File: src/rtl/sbt_pkg.sv
// Shared constants and transaction types for the swept box time of impact core.
package sbt_pkg;

    localparam int TIME_FRAC_BITS = 16;
    localparam int TIME_W  = TIME_FRAC_BITS + 3;
    localparam int OUT_T_W = TIME_FRAC_BITS + 1;
    localparam int NSTEP   = TIME_FRAC_BITS + 2;
    localparam int DIV_STG = NSTEP + 1;
    localparam int NSTG    = NSTEP + 4;
    localparam int MAG_W   = 18;
    localparam int DEN_W   = 17;
    localparam int REM_W   = 19;

    localparam logic signed [TIME_W-1:0] T_ONE = TIME_W'(1) <<< TIME_FRAC_BITS;
    localparam logic signed [TIME_W-1:0] T_SAT = TIME_W'(1) <<< (TIME_FRAC_BITS + 1);

    typedef struct packed {
        logic signed [15:0] mover_x;
        logic signed [15:0] mover_y;
        logic [14:0]        mover_w;
        logic [14:0]        mover_h;
        logic signed [15:0] mover_vx;
        logic signed [15:0] mover_vy;
        logic signed [15:0] surface_x;
        logic signed [15:0] surface_y;
        logic [14:0]        surface_w;
        logic [14:0]        surface_h;
        logic signed [15:0] surface_vx;
        logic signed [15:0] surface_vy;
    } t_in;

    typedef struct packed {
        logic               hit;
        logic [OUT_T_W-1:0] impact_time;
        logic               normal_axis;
    } t_out;

    typedef struct packed {
        logic zx;
        logic zy;
        logic ovx;
        logic ovy;
    } t_flags;

endpackage

File: src/rtl/sbt_div.sv
// Pipelined restoring divider giving a floored, saturated time quotient.
module sbt_div
    import sbt_pkg::*;
(
    input  logic                     i_clk,
    input  logic [DIV_STG-1:0]       i_en,
    input  logic [MAG_W-1:0]         i_a,
    input  logic [DEN_W-1:0]         i_b,
    input  logic                     i_neg,
    output logic signed [TIME_W-1:0] o_q
);

    logic [REM_W-1:0] r_rem [NSTEP];
    logic [NSTEP-1:0] r_q   [NSTEP];
    logic [DEN_W-1:0] r_b   [NSTEP];
    logic             r_neg [NSTEP];
    logic             r_sat [NSTEP];
    logic signed [TIME_W-1:0] r_res;

    genvar j;
    generate
        for (j = 0; j < NSTEP; j++) begin : g_step
            logic [REM_W-1:0] w_t;
            logic [REM_W-1:0] w_d;
            logic             w_ge;
            logic [NSTEP-1:0] w_qp;
            if (j == 0) begin : g_first
                assign w_t  = REM_W'(i_a);
                assign w_d  = REM_W'({i_b, 1'b0});
                assign w_qp = '0;
                always_ff @(posedge i_clk) begin
                    if (i_en[j]) begin
                        r_b[j]   <= i_b;
                        r_neg[j] <= i_neg;
                        r_sat[j] <= (REM_W'(i_a) >= REM_W'({i_b, 2'b00}));
                    end
                end
            end else if (j == 1) begin : g_second
                assign w_t  = r_rem[j-1];
                assign w_d  = REM_W'(r_b[j-1]);
                assign w_qp = r_q[j-1];
                always_ff @(posedge i_clk) begin
                    if (i_en[j]) begin
                        r_b[j]   <= r_b[j-1];
                        r_neg[j] <= r_neg[j-1];
                        r_sat[j] <= r_sat[j-1];
                    end
                end
            end else begin : g_frac
                assign w_t  = {r_rem[j-1][REM_W-2:0], 1'b0};
                assign w_d  = REM_W'(r_b[j-1]);
                assign w_qp = r_q[j-1];
                always_ff @(posedge i_clk) begin
                    if (i_en[j]) begin
                        r_b[j]   <= r_b[j-1];
                        r_neg[j] <= r_neg[j-1];
                        r_sat[j] <= r_sat[j-1];
                    end
                end
            end
            assign w_ge = (w_t >= w_d);
            always_ff @(posedge i_clk) begin
                if (i_en[j]) begin
                    r_rem[j] <= w_ge ? (w_t - w_d) : w_t;
                    r_q[j]   <= {w_qp[NSTEP-2:0], w_ge};
                end
            end
        end
    endgenerate

    logic signed [TIME_W-1:0] w_mag;
    logic signed [TIME_W-1:0] w_up;
    logic signed [TIME_W-1:0] n_res;

    always_comb begin
        w_mag = $signed(TIME_W'(r_q[NSTEP-1]));
        w_up  = w_mag + $signed(TIME_W'(r_rem[NSTEP-1] != '0));
        if (!r_neg[NSTEP-1]) begin
            n_res = (r_sat[NSTEP-1] || w_mag > T_SAT) ? T_SAT : w_mag;
        end else begin
            n_res = (r_sat[NSTEP-1] || w_up > T_SAT) ? -T_SAT : -w_up;
        end
    end

    always_ff @(posedge i_clk) begin
        if (i_en[NSTEP]) begin
            r_res <= n_res;
        end
    end

    assign o_q = r_res;

endmodule

File: config.mk
export PLATFORM = sky130hd
export DESIGN_NAME = sbt_div
export DESIGN_NICKNAME = d
export VERILOG_FILES = /design/src/rtl/sbt_pkg.sv /design/src/rtl/sbt_div.sv
export SDC_FILE = /design/constraint.sdc
export NUM_CORES = 2
export LEC_CHECK = 0
export BUFFER_PORTS_ARGS = -buffer_cell sky130_fd_sc_hd__buf_2
export CAP_MARGIN = 15
export CORE_MARGIN = 4
export CORE_UTILIZATION = 55
export CTS_CLUSTER_SIZE = 16
export DETAILED_ROUTE_END_ITERATION = 10
export PLACE_DENSITY = 0.7
export SETUP_SLACK_MARGIN = 0.15
export SLEW_MARGIN = 15
export SYNTH_ARGS = -nofsm -noshare
export SYNTH_HDL_FRONTEND = slang
export SYNTH_SLANG_ARGS = --single-unit
File: constraint.sdc
create_clock -name i_clk -period 11 [get_ports i_clk]
set_input_delay 2.2 -clock i_clk [delete_from_list [all_inputs] [get_ports i_clk]]
set_output_delay 2.2 -clock i_clk [all_outputs]
set_load 0.01 [all_outputs]
==> out/results.ini <==
[global_routing]
antenna_violations_before_repair=0
grt_pass1_wl_um=143000
pin_count_of_the_biggest_net_entering_global_routing=55
grt_use_total=0.205
vias_in_the_first_global_route=27200
overflow=0

[sta]
final-setup-viol-count=0
max_freq_mhz=218
clock_skew_ns=0.0201
fin_crit_ns=4.58
tns_ns=0
min_period_over_period=0.416
max_slew_margin=0.246
timing.final.max_slew_violations=0
final_hold_viol_count=0
worst_pin_slew_ns=1.13
rsz_0062_raised_after_global_routing=false

[die]
start_util=0.556
core_area_mm2=0.0808
row_count=104
io_pins=75
die_w_um=294
design.die.area_mm2=0.0863
fp.dieH_um=294

[synth]
ys_seq_elements=841
synthDistinctLibCells=79
syn-num-nets=4083
average_cell_area_after_synthesis_um2=12.2
postSynth.topFlopCell=sky130_fd_sc_hd__edfxtp_1
postSynthCellCount=3684
synth_seq_area_share=0.562
synth_edf_count=841
yosys_warnings=0
synthArstFlopShare=0
post_synth_instance_area_mm2=0.0449

[setup_path]
crit_path_slowest_cell=sky130_fd_sc_hd__mux2_2
cp_cell_sequence=buf_2 -> inv_1 -> ha_1 -> nor2b_1 -> o31a_1 -> o211ai_1 -> a21oi_1 -> o31a_1 -> o31a_1 -> nor2_1 -> inv_2 -> mux2_2
timing.critical_path.slowest_cell_delay_ns=0.34
critical_path_required_ns=11.38
setup.worst_path.start_class=input port
crit_path_start=i_b[2]
cp.arrival_ns=4.96
crit_path_end_kind=register
crit_fanout=27
worst_r2r_startpoint=r_rem[17][10]
crit_top_cell=sky130_fd_sc_hd__o31a_1
criticalPathCategory=input port to register

[cts]
cts_hold_repair.buffers=0
postCtsSetupRepairBufs=0
cts.htree.levels=3
postCtsResizedCells=0
cts_buffers=90
cts_root_buffer=sky130_fd_sc_hd__clkbuf_16
cts_tree=built
sink_count_of_the_clock_tree=841
cts.reportedPaths.clkPinSlew_ns=0.06
clock_tree.buffer_depth=3
clk_latency_ns=0.64

[flow_run]
maxCapViolations=0

[detailed_routing]
total_wire_length_um=88600
drc_errors=0
dr.first_iter.drc_count=1640
avgRoutedWirePerCell_um=17.9
via_per_inst=5.60
ant_nets=0
detailroute.via_count=27700
detail_route.first_pass.iterations=5

[placement]
placedInstanceArea_mm2=0.0464
number_of_port_buffers=74
finalWeightedCongestion=0.875
post-dp-hpwl_um=65700

[layout]
postLayoutCoreUtil=0.611
final_nets=4208
layout_overhead_on_the_synthesized_area_pct=9.87
final_cell_area_mm2=0.0494
n_antenna_cell=0
layout-drive-gt1-share=0.115
nFillCells=6331

[pwr]
internal_power_w=0.00894
clockPowerShare=0.223
total_switching_power_w=0.00450
switching_share=0.335
pwr_density_cell_mw_per_mm2=272
share_comb_of_total_power=0.397
pwr-share-seq=0.380
total_leakage_power_nw=19.9
vdd_drop_max_v=0.000131

[status]
status=complete, no violations

[worst_hold_path]
min_from=r_sat[11]
hold_class=register to register

-- layout make-up --
type,count,area [um^2],area share
clock buffers,101,2340,0.0473
multi-input cells,2382,17900,0.362
well taps,1060,1330,0.0269
inverters,409,1540,0.0311
clock inverters,66,609,0.0123
repair buffers,85,453,0.00917
flip-flops and latches,841,25300,0.512
-- synth_stat cells (26+ instances only) --
master	instances	area (um^2)
sky130_fd_sc_hd__edfxtp_1	841	25300
sky130_fd_sc_hd__inv_1	408	1530
sky130_fd_sc_hd__ha_1	325	4070
sky130_fd_sc_hd__a21oi_1	228	1140
sky130_fd_sc_hd__nand2_1	208	781
sky130_fd_sc_hd__o21ai_0	206	1030
sky130_fd_sc_hd__nor2_1	187	702
sky130_fd_sc_hd__mux2_2	171	1930
sky130_fd_sc_hd__xnor2_1	153	1340
sky130_fd_sc_hd__a21o_1	144	1080
sky130_fd_sc_hd__xor2_1	100	876
sky130_fd_sc_hd__nor3_1	62	310
sky130_fd_sc_hd__nor2b_1	56	350
sky130_fd_sc_hd__nand2b_1	51	319
sky130_fd_sc_hd__nand4_1	49	307
sky130_fd_sc_hd__nand3_1	42	210
sky130_fd_sc_hd__o21a_1	32	240
sky130_fd_sc_hd__clkbuf_1	26	97.6
-- state kept, by name, indices dropped and copies added (netlist names) --
register,cells
r_rem,326
r_b,289
r_q,171
o_q,19
r_neg,18
r_sat,18
-- routing by layer --
layer	global-route usage	up-vias	wire length, um
met5	0	-	0
met4	0.0638	0	2380
met3	0.0247	154	2910
met2	0.365	458	44300
met1	0.263	13300	38900
li1	-	13800	-
-- stage by stage --
stage	power, W	hold WS, ns	setup WS [ns]	instances
2_1_floorplan	0.00923	0.400	6.32	3684
3_3_place_gp	0.0104	0.400	5.86	4777
3_5_place_dp	0.0105	0.405	5.81	4777
4_1_cts	0.0135	0.412	6.45	4944
5_1_grt	0.0144	0.419	5.99	4944
6_report	0.0134	0.409	6.42	4944
-- power groups by stage --
stage / Combinational, W / Sequential [W] / Clock [W]
after floorplan: 0.00428 / 0.00495 / 0
after global placement: 0.00522 / 0.00516 / 0
after detailed placement: 0.00528 / 0.00517 / 0
after CTS: 0.00535 / 0.00512 / 0.00307
after global routing: 0.00597 / 0.00518 / 0.00321
final: 0.00534 / 0.00511 / 0.00299
-- placed cells by master, fill, tap and decap left out, types with 62 or more instances in the layout --
cell type,instances
sky130_fd_sc_hd__nand2_1,208
sky130_fd_sc_hd__mux2_2,171
sky130_fd_sc_hd__nor3_1,62
sky130_fd_sc_hd__nor2_1,186
sky130_fd_sc_hd__ha_1,325
sky130_fd_sc_hd__o21ai_0,206
sky130_fd_sc_hd__inv_1,408
sky130_fd_sc_hd__clkbuf_16,92
sky130_fd_sc_hd__buf_2,74
sky130_fd_sc_hd__xor2_1,100
sky130_fd_sc_hd__a21oi_1,228
sky130_fd_sc_hd__xnor2_1,153
sky130_fd_sc_hd__edfxtp_1,841
sky130_fd_sc_hd__a21o_1,144
-- path summary, 6_finish.rpt --
path,to,slack [ns],cells after the start
max reg2reg,o_q[4],6.54,13
max,r_rem[0][9],6.42,12
min,r_sat[12],0.41,0
min reg2reg,r_sat[12],0.41,0
-- logic make-up (layout without fill, tap and decap cells) --
family                     Yosys count  after routing  synth area share
AOI/OAI and AO/OA                  821            821             0.117
DFF                                841            841             0.562
and+or+nand+nor                    771            771            0.0840
muxes                              194            194            0.0488
xor gates and xnor gates           253            253            0.0493
buffers and inverters              461            661            0.0408
adders and majority gates          343            343            0.0985
-- worst max-delay path, delay by kind of cell --
family	cells	cell delay [ns]
buf+inv	3	0.48
fa+ha+maj	1	0.31
compound gates	5	1.21
mux	1	0.34
simple gates	2	0.38
(Power assumes the default switching activity.)
